--- config.mk ---
export PLATFORM = sky130hd
export DESIGN_NAME = cbor_item_encoder_top_flat
export DESIGN_NICKNAME = d
export VERILOG_FILES = /design/src/hdl/cbe_pkg.sv /design/src/hdl/cbe_if.sv /design/src/hdl/cbe_front.sv /design/src/hdl/cbe_queue.sv /design/src/hdl/cbe_back.sv /design/src/hdl/cbor_item_encoder_top.sv /design/src/flat_wrapper.sv
export SDC_FILE = /design/constraint.sdc
export NUM_CORES = 1
export LEC_CHECK = 0
export ABC_AREA = 1
export BUFFER_PORTS_ARGS = -buffer_cell sky130_fd_sc_hd__buf_2
export CELL_PAD_IN_SITES_DETAIL_PLACEMENT = 1
export CELL_PAD_IN_SITES_GLOBAL_PLACEMENT = 1
export CORE_ASPECT_RATIO = 1.5
export CORE_UTILIZATION = 30
export CTS_CLUSTER_SIZE = 16
export DETAILED_ROUTE_END_ITERATION = 6
export GPL_ROUTABILITY_DRIVEN = 0
export GPL_TIMING_DRIVEN = 0
export PLACE_DENSITY = 0.55
export SYNTH_ARGS = -nofsm -noshare
export SYNTH_HDL_FRONTEND = slang
export SYNTH_SLANG_ARGS = --single-unit
export TNS_END_PERCENT = 30
--- constraint.sdc ---
create_clock -name clk -period 10.44 [get_ports clk]
set_input_delay 2.088 -clock clk [delete_from_list [all_inputs] [get_ports clk]]
set_output_delay 2.088 -clock clk [all_outputs]
set_load 0.1 [all_outputs]
--- src/hdl/cbe_pkg.sv ---
// ----------------------------------------------------------------------------
// cbe_pkg
// shared types and constants for the cbor item encoder
// ----------------------------------------------------------------------------
package cbe_pkg;

  localparam int KIND_W  = 4;
  localparam int VALUE_W = 64;
  localparam int BYTE_W  = 8;
  localparam int CNT_W   = 4;

  localparam int QUEUE_DEPTH_DEF = 4;

  localparam logic [KIND_W-1:0] KIND_UINT    = 4'd0;
  localparam logic [KIND_W-1:0] KIND_SINT    = 4'd1;
  localparam logic [KIND_W-1:0] KIND_BYTES   = 4'd2;
  localparam logic [KIND_W-1:0] KIND_TEXT    = 4'd3;
  localparam logic [KIND_W-1:0] KIND_ARRAY   = 4'd4;
  localparam logic [KIND_W-1:0] KIND_MAP     = 4'd5;
  localparam logic [KIND_W-1:0] KIND_TAG     = 4'd6;
  localparam logic [KIND_W-1:0] KIND_SIMPLE  = 4'd7;
  localparam logic [KIND_W-1:0] KIND_F32     = 4'd8;
  localparam logic [KIND_W-1:0] KIND_F64     = 4'd9;
  localparam logic [KIND_W-1:0] KIND_BOOL    = 4'd10;
  localparam logic [KIND_W-1:0] KIND_NULL    = 4'd11;
  localparam logic [KIND_W-1:0] KIND_UNDEF   = 4'd12;
  localparam logic [KIND_W-1:0] KIND_PAYLOAD = 4'd13;

  localparam logic [2:0] MT_UINT   = 3'd0;
  localparam logic [2:0] MT_NINT   = 3'd1;
  localparam logic [2:0] MT_SIMPLE = 3'd7;

  localparam logic [4:0] AI_ONE   = 5'd24;
  localparam logic [4:0] AI_TWO   = 5'd25;
  localparam logic [4:0] AI_FOUR  = 5'd26;
  localparam logic [4:0] AI_EIGHT = 5'd27;

  localparam logic [BYTE_W-1:0] BYTE_FALSE = 8'hf4;
  localparam logic [BYTE_W-1:0] BYTE_TRUE  = 8'hf5;
  localparam logic [BYTE_W-1:0] BYTE_NULL  = 8'hf6;
  localparam logic [BYTE_W-1:0] BYTE_UNDEF = 8'hf7;
  localparam logic [BYTE_W-1:0] BYTE_F32   = 8'hfa;
  localparam logic [BYTE_W-1:0] BYTE_F64   = 8'hfb;

  // one classified item: head byte, argument byte count, argument left-aligned
  typedef struct packed {
    logic [BYTE_W-1:0]  head;
    logic [CNT_W-1:0]   n_arg;
    logic [VALUE_W-1:0] arg;
  } cbe_desc_t;

endpackage

--- src/hdl/cbe_if.sv ---
// ----------------------------------------------------------------------------
// cbe_if
// valid/ready channels for data items in and encoded bytes out
// ----------------------------------------------------------------------------
interface cbe_in_if;
  logic                         valid;
  logic                         ready;
  logic [cbe_pkg::KIND_W-1:0]   item_kind;
  logic [cbe_pkg::VALUE_W-1:0]  item_value;

  modport source (output valid, output item_kind, output item_value, input ready);
  modport sink   (input valid, input item_kind, input item_value, output ready);
endinterface

interface cbe_out_if;
  logic                        valid;
  logic                        ready;
  logic [cbe_pkg::BYTE_W-1:0]  out_byte;
  logic                        last_byte;

  modport source (output valid, output out_byte, output last_byte, input ready);
  modport sink   (input valid, input out_byte, input last_byte, output ready);
endinterface

--- src/hdl/cbe_front.sv ---
// ----------------------------------------------------------------------------
// cbe_front
// accepts data items and classifies them into head byte and argument bytes
// ----------------------------------------------------------------------------
module cbe_front (
  cbe_in_if.sink            in_chan,
  input  logic              q_full,
  output logic              q_wr,
  output cbe_pkg::cbe_desc_t q_wr_data
);
  import cbe_pkg::*;

  logic [VALUE_W-1:0] v;
  logic [2:0]         mt;
  logic               use_head;
  logic               known;
  cbe_desc_t          fixed;
  cbe_desc_t          headed;

  always_comb begin
    v        = in_chan.item_value;
    mt       = MT_UINT;
    use_head = 1'b1;
    known    = 1'b1;
    fixed    = '0;
    unique case (in_chan.item_kind)
      KIND_UINT: begin
        mt = MT_UINT;
      end
      KIND_SINT: begin
        if (in_chan.item_value[VALUE_W-1]) begin
          mt = MT_NINT;
          v  = ~in_chan.item_value;
        end
      end
      KIND_BYTES, KIND_TEXT, KIND_ARRAY, KIND_MAP, KIND_TAG: begin
        mt = in_chan.item_kind[2:0];
      end
      KIND_SIMPLE: begin
        mt = MT_SIMPLE;
        v  = {{(VALUE_W-BYTE_W){1'b0}}, in_chan.item_value[BYTE_W-1:0]};
      end
      KIND_F32: begin
        use_head    = 1'b0;
        fixed.head  = BYTE_F32;
        fixed.n_arg = CNT_W'(4);
        fixed.arg   = {in_chan.item_value[31:0], 32'd0};
      end
      KIND_F64: begin
        use_head    = 1'b0;
        fixed.head  = BYTE_F64;
        fixed.n_arg = CNT_W'(8);
        fixed.arg   = in_chan.item_value;
      end
      KIND_BOOL: begin
        use_head   = 1'b0;
        fixed.head = in_chan.item_value[0] ? BYTE_TRUE : BYTE_FALSE;
      end
      KIND_NULL: begin
        use_head   = 1'b0;
        fixed.head = BYTE_NULL;
      end
      KIND_UNDEF: begin
        use_head   = 1'b0;
        fixed.head = BYTE_UNDEF;
      end
      KIND_PAYLOAD: begin
        use_head   = 1'b0;
        fixed.head = in_chan.item_value[BYTE_W-1:0];
      end
      default: begin
        use_head = 1'b0;
        known    = 1'b0;
      end
    endcase
  end

  // argument size selection
  always_comb begin
    headed = '0;
    priority if (v[63:32] != 32'd0) begin
      headed.head  = {mt, AI_EIGHT};
      headed.n_arg = CNT_W'(8);
      headed.arg   = v;
    end else if (v[31:16] != 16'd0) begin
      headed.head  = {mt, AI_FOUR};
      headed.n_arg = CNT_W'(4);
      headed.arg   = {v[31:0], 32'd0};
    end else if (v[15:8] != 8'd0) begin
      headed.head  = {mt, AI_TWO};
      headed.n_arg = CNT_W'(2);
      headed.arg   = {v[15:0], 48'd0};
    end else if (v[7:0] >= 8'd24) begin
      headed.head  = {mt, AI_ONE};
      headed.n_arg = CNT_W'(1);
      headed.arg   = {v[7:0], 56'd0};
    end else begin
      headed.head  = {mt, v[4:0]};
    end
  end

  assign in_chan.ready = !q_full;
  assign q_wr          = in_chan.valid && !q_full && known;
  assign q_wr_data     = use_head ? headed : fixed;

endmodule

--- src/hdl/cbe_queue.sv ---
// ----------------------------------------------------------------------------
// cbe_queue
// short first-in first-out queue of classified items
// ----------------------------------------------------------------------------
module cbe_queue #(
  parameter int DEPTH = cbe_pkg::QUEUE_DEPTH_DEF
) (
  input  logic               clk,
  input  logic               rst_n,
  input  logic               wr,
  input  cbe_pkg::cbe_desc_t wr_data,
  input  logic               rd,
  output cbe_pkg::cbe_desc_t rd_data,
  output logic               full,
  output logic               empty
);
  import cbe_pkg::*;

  localparam int PTR_W = (DEPTH > 1) ? $clog2(DEPTH) : 1;
  localparam int CNT_QW = $clog2(DEPTH + 1);

  cbe_desc_t          mem_r [DEPTH];
  logic [PTR_W-1:0]   wr_ptr_r, wr_ptr_nxt;
  logic [PTR_W-1:0]   rd_ptr_r, rd_ptr_nxt;
  logic [CNT_QW-1:0]  count_r, count_nxt;
  logic               do_wr, do_rd;

  assign full  = (count_r == CNT_QW'(DEPTH));
  assign empty = (count_r == '0);
  assign do_wr = wr && !full;
  assign do_rd = rd && !empty;
  assign rd_data = mem_r[rd_ptr_r];

  always_comb begin
    wr_ptr_nxt = wr_ptr_r;
    rd_ptr_nxt = rd_ptr_r;
    count_nxt  = count_r;
    if (do_wr) begin
      wr_ptr_nxt = (wr_ptr_r == PTR_W'(DEPTH - 1)) ? '0 : wr_ptr_r + 1'b1;
    end
    if (do_rd) begin
      rd_ptr_nxt = (rd_ptr_r == PTR_W'(DEPTH - 1)) ? '0 : rd_ptr_r + 1'b1;
    end
    if (do_wr && !do_rd) begin
      count_nxt = count_r + 1'b1;
    end else if (do_rd && !do_wr) begin
      count_nxt = count_r - 1'b1;
    end
  end

  always_ff @(posedge clk) begin
    if (!rst_n) begin
      wr_ptr_r <= '0;
      rd_ptr_r <= '0;
      count_r  <= '0;
    end else begin
      wr_ptr_r <= wr_ptr_nxt;
      rd_ptr_r <= rd_ptr_nxt;
      count_r  <= count_nxt;
    end
  end

  always_ff @(posedge clk) begin
    if (do_wr) begin
      mem_r[wr_ptr_r] <= wr_data;
    end
  end

endmodule

--- src/hdl/cbe_back.sv ---
// ----------------------------------------------------------------------------
// cbe_back
// serializes classified items into bytes through a registered output stage
// ----------------------------------------------------------------------------
module cbe_back (
  input  logic               clk,
  input  logic               rst_n,
  input  logic               q_empty,
  input  cbe_pkg::cbe_desc_t q_rd_data,
  output logic               q_rd,
  cbe_out_if.source          out_chan
);
  import cbe_pkg::*;

  logic               out_valid_r, out_valid_nxt;
  logic [BYTE_W-1:0]  out_byte_r, out_byte_nxt;
  logic               out_last_r, out_last_nxt;
  logic [CNT_W-1:0]   cnt_r, cnt_nxt;
  logic [VALUE_W-1:0] arg_r, arg_nxt;
  logic               advance;

  assign advance = !out_valid_r || out_chan.ready;

  always_comb begin
    out_valid_nxt = out_valid_r;
    out_byte_nxt  = out_byte_r;
    out_last_nxt  = out_last_r;
    cnt_nxt       = cnt_r;
    arg_nxt       = arg_r;
    q_rd          = 1'b0;
    if (advance) begin
      if (cnt_r != '0) begin
        out_valid_nxt = 1'b1;
        out_byte_nxt  = arg_r[VALUE_W-1 -: BYTE_W];
        out_last_nxt  = (cnt_r == CNT_W'(1));
        arg_nxt       = {arg_r[VALUE_W-BYTE_W-1:0], {BYTE_W{1'b0}}};
        cnt_nxt       = cnt_r - 1'b1;
      end else if (!q_empty) begin
        q_rd          = 1'b1;
        out_valid_nxt = 1'b1;
        out_byte_nxt  = q_rd_data.head;
        out_last_nxt  = (q_rd_data.n_arg == '0);
        arg_nxt       = q_rd_data.arg;
        cnt_nxt       = q_rd_data.n_arg;
      end else begin
        out_valid_nxt = 1'b0;
      end
    end
  end

  always_ff @(posedge clk) begin
    if (!rst_n) begin
      out_valid_r <= 1'b0;
      cnt_r       <= '0;
    end else begin
      out_valid_r <= out_valid_nxt;
      cnt_r       <= cnt_nxt;
    end
  end

  always_ff @(posedge clk) begin
    out_byte_r <= out_byte_nxt;
    out_last_r <= out_last_nxt;
    arg_r      <= arg_nxt;
  end

  assign out_chan.valid     = out_valid_r;
  assign out_chan.out_byte  = out_byte_r;
  assign out_chan.last_byte = out_last_r;

endmodule

--- src/hdl/cbor_item_encoder_top.sv ---
// ----------------------------------------------------------------------------
// cbor_item_encoder_top
// cbor data item encoder: one item in, its encoded bytes out
// ----------------------------------------------------------------------------
// in_chan takes one item per handshake: a kind code and a 64-bit value.
// out_chan gives the encoded stream one byte per handshake, with last_byte
// set on the final byte of each item. unused kind codes are accepted and
// produce no bytes.
// an item gives one head byte plus 0, 1, 2, 4 or 8 argument bytes, chosen
// in the front end. with the queue empty, an accepted item goes into the
// queue and its head byte then loads the output register. items are
// accepted every cycle while the queue has room, so the sustained input
// rate equals the output byte rate divided by the byte count per item;
// single-byte items stream at one per cycle while the receiver is ready.
// when the receiver stalls, the output register holds its byte, the queue
// fills and in_chan.ready drops once QUEUE_DEPTH items are waiting.
// reset empties the queue and the output register; no bytes are pending.
// ----------------------------------------------------------------------------
module cbor_item_encoder_top #(
  parameter int QUEUE_DEPTH = cbe_pkg::QUEUE_DEPTH_DEF
) (
  input  logic       clk,
  input  logic       rst_n,
  cbe_in_if.sink     in_chan,
  cbe_out_if.source  out_chan
);
  import cbe_pkg::*;

  logic      q_wr;
  cbe_desc_t q_wr_data;
  logic      q_rd;
  cbe_desc_t q_rd_data;
  logic      q_full;
  logic      q_empty;

  cbe_front u_front (
    .in_chan   (in_chan),
    .q_full    (q_full),
    .q_wr      (q_wr),
    .q_wr_data (q_wr_data)
  );

  cbe_queue #(
    .DEPTH (QUEUE_DEPTH)
  ) u_queue (
    .clk     (clk),
    .rst_n   (rst_n),
    .wr      (q_wr),
    .wr_data (q_wr_data),
    .rd      (q_rd),
    .rd_data (q_rd_data),
    .full    (q_full),
    .empty   (q_empty)
  );

  cbe_back u_back (
    .clk       (clk),
    .rst_n     (rst_n),
    .q_empty   (q_empty),
    .q_rd_data (q_rd_data),
    .q_rd      (q_rd),
    .out_chan  (out_chan)
  );

endmodule

--- src/flat_wrapper.sv ---
// flat-port wrapper written by rule: the top's interface ports become plain ports
module cbor_item_encoder_top_flat import cbe_pkg::*;
#(
  parameter int QUEUE_DEPTH = cbe_pkg::QUEUE_DEPTH_DEF
)
  (clk, rst_n, in_chan_valid, in_chan_item_kind, in_chan_item_value, in_chan_ready, out_chan_valid, out_chan_out_byte, out_chan_last_byte, out_chan_ready);
  cbe_in_if in_chan_i ();
  cbe_out_if out_chan_i ();
  input  logic clk;
  input  logic rst_n;
  input wire logic [$bits(in_chan_i.valid)-1:0] in_chan_valid;
  input wire logic [$bits(in_chan_i.item_kind)-1:0] in_chan_item_kind;
  input wire logic [$bits(in_chan_i.item_value)-1:0] in_chan_item_value;
  output wire logic [$bits(in_chan_i.ready)-1:0] in_chan_ready;
  output wire logic [$bits(out_chan_i.valid)-1:0] out_chan_valid;
  output wire logic [$bits(out_chan_i.out_byte)-1:0] out_chan_out_byte;
  output wire logic [$bits(out_chan_i.last_byte)-1:0] out_chan_last_byte;
  input wire logic [$bits(out_chan_i.ready)-1:0] out_chan_ready;
  assign in_chan_i.valid = in_chan_valid;
  assign in_chan_i.item_kind = in_chan_item_kind;
  assign in_chan_i.item_value = in_chan_item_value;
  assign in_chan_ready = in_chan_i.ready;
  assign out_chan_valid = out_chan_i.valid;
  assign out_chan_out_byte = out_chan_i.out_byte;
  assign out_chan_last_byte = out_chan_i.last_byte;
  assign out_chan_i.ready = out_chan_ready;
  cbor_item_encoder_top #(.QUEUE_DEPTH(QUEUE_DEPTH)) u_core (.clk(clk), .rst_n(rst_n), .in_chan(in_chan_i), .out_chan(out_chan_i));
endmodule
==> flow_metrics.env <==
export IMPL_status="completed"
export IMPL_p_switching_mw=2.24
export IMPL_dp_cells=2851
export IMPL_cts_buffers=38
export IMPL_yosysWarningCount=0
export IMPL_wl_per_cell_um=24.8
export IMPL_synth_common_cells="432 x nor2_1, 377 x edfxtp_1, 311 x nand2_1"
export IMPL_slowest_delay_ns=1.06
export IMPL_clkSinkCount=391
export IMPL_clk_path_buf_depth=3
export IMPL_cp_max_fo=10
export IMPL_clk_latency_ns=0.55
export IMPL_power_total_mw=5.72
export IMPL_seq_area_frac_synth_pct=61.9
export IMPL_finClkSkew_ns=0.0249
export IMPL_cts_resized=0
export IMPL_rsz0062_at_grt="no"
export IMPL_ys_seq_elements=391
export IMPL_grt_pass1_vias=15787
export IMPL_dr_first_iter_drc_count=804
export IMPL_htree_num_levels=2
export IMPL_clk_pin_slew_worst_paths_ns=0.07
export IMPL_required_ns=10.61
export IMPL_num_rows=111
export IMPL_cts_hold_buf=0
export IMPL_initial_utilization_pct=30.5
export IMPL_clkPwrFrac_pct=24.2
export IMPL_vias=15011
export IMPL_grt_overflow_total=0
export IMPL_ioPinCount=83
export IMPL_nets=2181
export IMPL_synth_top_cell_by_area="edfxtp_1"
export IMPL_synth_most_common_cell="nor2_1"
export IMPL_yosys_area_top_type_share_pct=60.4
export IMPL_syn_area_per_cell_um2=9.54
export IMPL_pwr_share_seq_pct=39.6
export IMPL_worst_slew_pin_transition_ns=1.25
export IMPL_drive_above_1_share_pct=9.92
export IMPL_drcViolationCount=0
export IMPL_die_x_um=206
export IMPL_final_util_pct=35.4
export IMPL_share_comb_of_total_power_pct=36.2
export IMPL_dieHeight_um=308
export IMPL_crit_slowest_cell="o21ai_0"
export IMPL_clock_root_buffer="clkbuf_16"
export IMPL_cts_tree="yes"
export IMPL_antenna_found_initial=0
export IMPL_viasPerCell=5.14
export IMPL_period_share_pct=48.0
export IMPL_yosysUniqueCellTypes=41
export IMPL_ir_drop_uv=121
export IMPL_final_cells=2919
export IMPL_n_antenna_cell=0
export IMPL_drv_cap=0
export IMPL_p_sw_share_pct=39.1
export IMPL_area_growth_syn_to_layout_pct=16.1
export IMPL_setup_viol=0
export IMPL_drtPass1Iterations=5
export IMPL_post_route_min_period_ns=5.01
export IMPL_crit_chain="buf_4, inv_2, nor2_1, inv_1, nor2_1, inv_2, clkbuf_1, clkbuf_1, o21ai_0"
export IMPL_internal_power_mw=3.48
export IMPL_synth_edf_count=377
export IMPL_antenna_left=0
export IMPL_syn_inst=1964
export IMPL_hold_worst_slack_ns=0.496
export IMPL_slew_headroom_pct=16.0
export IMPL_critPathLaunchType="input port"
export IMPL_postSynthNetCount=2045
export IMPL_portBuffers=80
export IMPL_clock_fmax_mhz=200
export IMPL_dp_hpwl_um=55500
export IMPL_synth_ff_type="edfxtp_1"
export IMPL_hold_path_class="register to register"
export IMPL_grt_pass1_wl_um=106000
export IMPL_slew_viol_final=0
export IMPL_design_die_area_um2=63500
export IMPL_post_cts_buffers=0
export IMPL_final_hold_viol_count=0
export IMPL_async_flop_share_pct=0
export IMPL_cp_data_arrival_time_ns=5.18
export IMPL_cp_num_buf_inv=6
export IMPL_path_class="input port to register"
export IMPL_core_area_um2=61400
export IMPL_track_usage_pct=23.1
export IMPL_grt_max_degree=26
export IMPL_synth_area_top_cells="edfxtp_1 60%, nor2_1 8.7%, nand2_1 6.2%, o21ai_0 4.7%, nand3_1 4.1%"
export IMPL_end_kind="register"
export IMPL_leakagePower_nw=8.25
export IMPL_synthesis_area_um2=18700
export IMPL_cp_top_family="buffers and inverters"
export IMPL_power_density_nw_per_um2=263
export IMPL_wl_um=72400
metal layers:
| metal | part of all wire [%] | track usage, % |
|---|---|---|
| met4 | 6.4 | 13.4 |
| met3 | 2.7 | 2.04 |
| met5 | 0 | 0 |
| met2 | 52 | 42.5 |
| met1 | 39 | 25.4 |
worst reg2reg max path: stages (launching register included):
cell and delay (ns):
dfxtp_1 0.30, clkbuf_1 0.24, inv_1 0.44, clkbuf_1 0.66, clkbuf_1 0.48, nand2_1 0.11
a32oi_1 0.40, inv_1 0.08, nand2_1 0.08, o31ai_1 0.06
layout by cell type (no fill, tap or decap), types with 7 or more instances in the layout:
cell	count
nand4_1	19
ha_1	8
buf_12	11
inv_1	137
xor2_1	9
nand3b_1	15
nor2_4	7
inv_2	8
dfxtp_1	14
o21ai_0	174
clkbuf_1	86
nor2_1	428
buf_1	10
buf_4	10
clkinv_1	8
o22ai_1	58
edfxtp_1	377
a31oi_1	65
nand2_1	311
buf_2	102
clkbuf_16	39
nand3_1	152
a21oi_1	20
power by group through the flow:
| stage | clock [mW] | combinational [mW] | sequential [mW] |
|---|---|---|---|
| finish | 1.38 | 2.07 | 2.26 |
| global route | 1.46 | 2.28 | 2.29 |
| CTS | 1.41 | 2.12 | 2.27 |
| detailed placement | 0 | 2.11 | 2.30 |
| global placement | 0 | 1.98 | 2.37 |
| floorplan | 0 | 1.11 | 2.43 |
worst paths after layout:
kind | endpoint | slack (ns) | startpoint | depth (start not counted)
min | u_core.u_queue.count_r[2]$_SDFFE_PN0P_ | 0.50 | u_core.u_queue.count_r[2]$_SDFFE_PN0P_ | 2
max reg2reg | u_core.u_back.out_chan.last_byte$_DFFE_PP_ | 7.34 | register | 9
max | u_core.u_queue.mem_r[1][12]$_DFFE_PP_ | 5.43 | in_chan_item_kind[3] | 9
min reg2reg | u_core.u_queue.count_r[2]$_SDFFE_PN0P_ | 0.50 | u_core.u_queue.count_r[2]$_SDFFE_PN0P_ | 2
cell type report:
class | instances | area [um^2]
fillers | 7087 | 39600
clock buffers | 46 | 1000
inverters | 145 | 544
clock inverters | 22 | 221
well taps | 791 | 990
multi-input cells | 1306 | 6090
repair buffers | 96 | 758
flip-flops and latches | 391 | 11600
plain buffers | 122 | 531
stage by stage:
stage	setup slack [ns]	TNS [ns]	instance area (um^2)
finish	5.43	0	21700
global route	5.25	0	21700
detailed placement	4.74	0	20500
floorplan	3.42	0	18700
global placement	-0.238	-0.238	20100
CTS	5.32	0	21700
flip-flops by register name, indices dropped and copies added (netlist names), named ones only:
signal,count
u_core.u_queue.count_r,3
u_core.u_queue.wr_ptr_r,2
u_core.u_back.out_chan.last_byte,1
u_core.u_back.out_chan.out_byte,8
u_core.u_back.arg_r,64
u_core.u_queue.rd_ptr_r,2
u_core.u_back.out_chan.valid,1
u_core.u_queue.mem_r,304
u_core.u_back.cnt_r,4
kinds of logic after synthesis:
logic type      after synthesis  synth area share, %
compound gates              339                 10.2
xor+xnor                      9                0.421
fa+ha+maj                     9                0.641
buf+inv                     267                 5.74
flops                       391                 61.9
simple gates                949                 21.1
No activity file was read; power rests on OpenSTA's default activity.
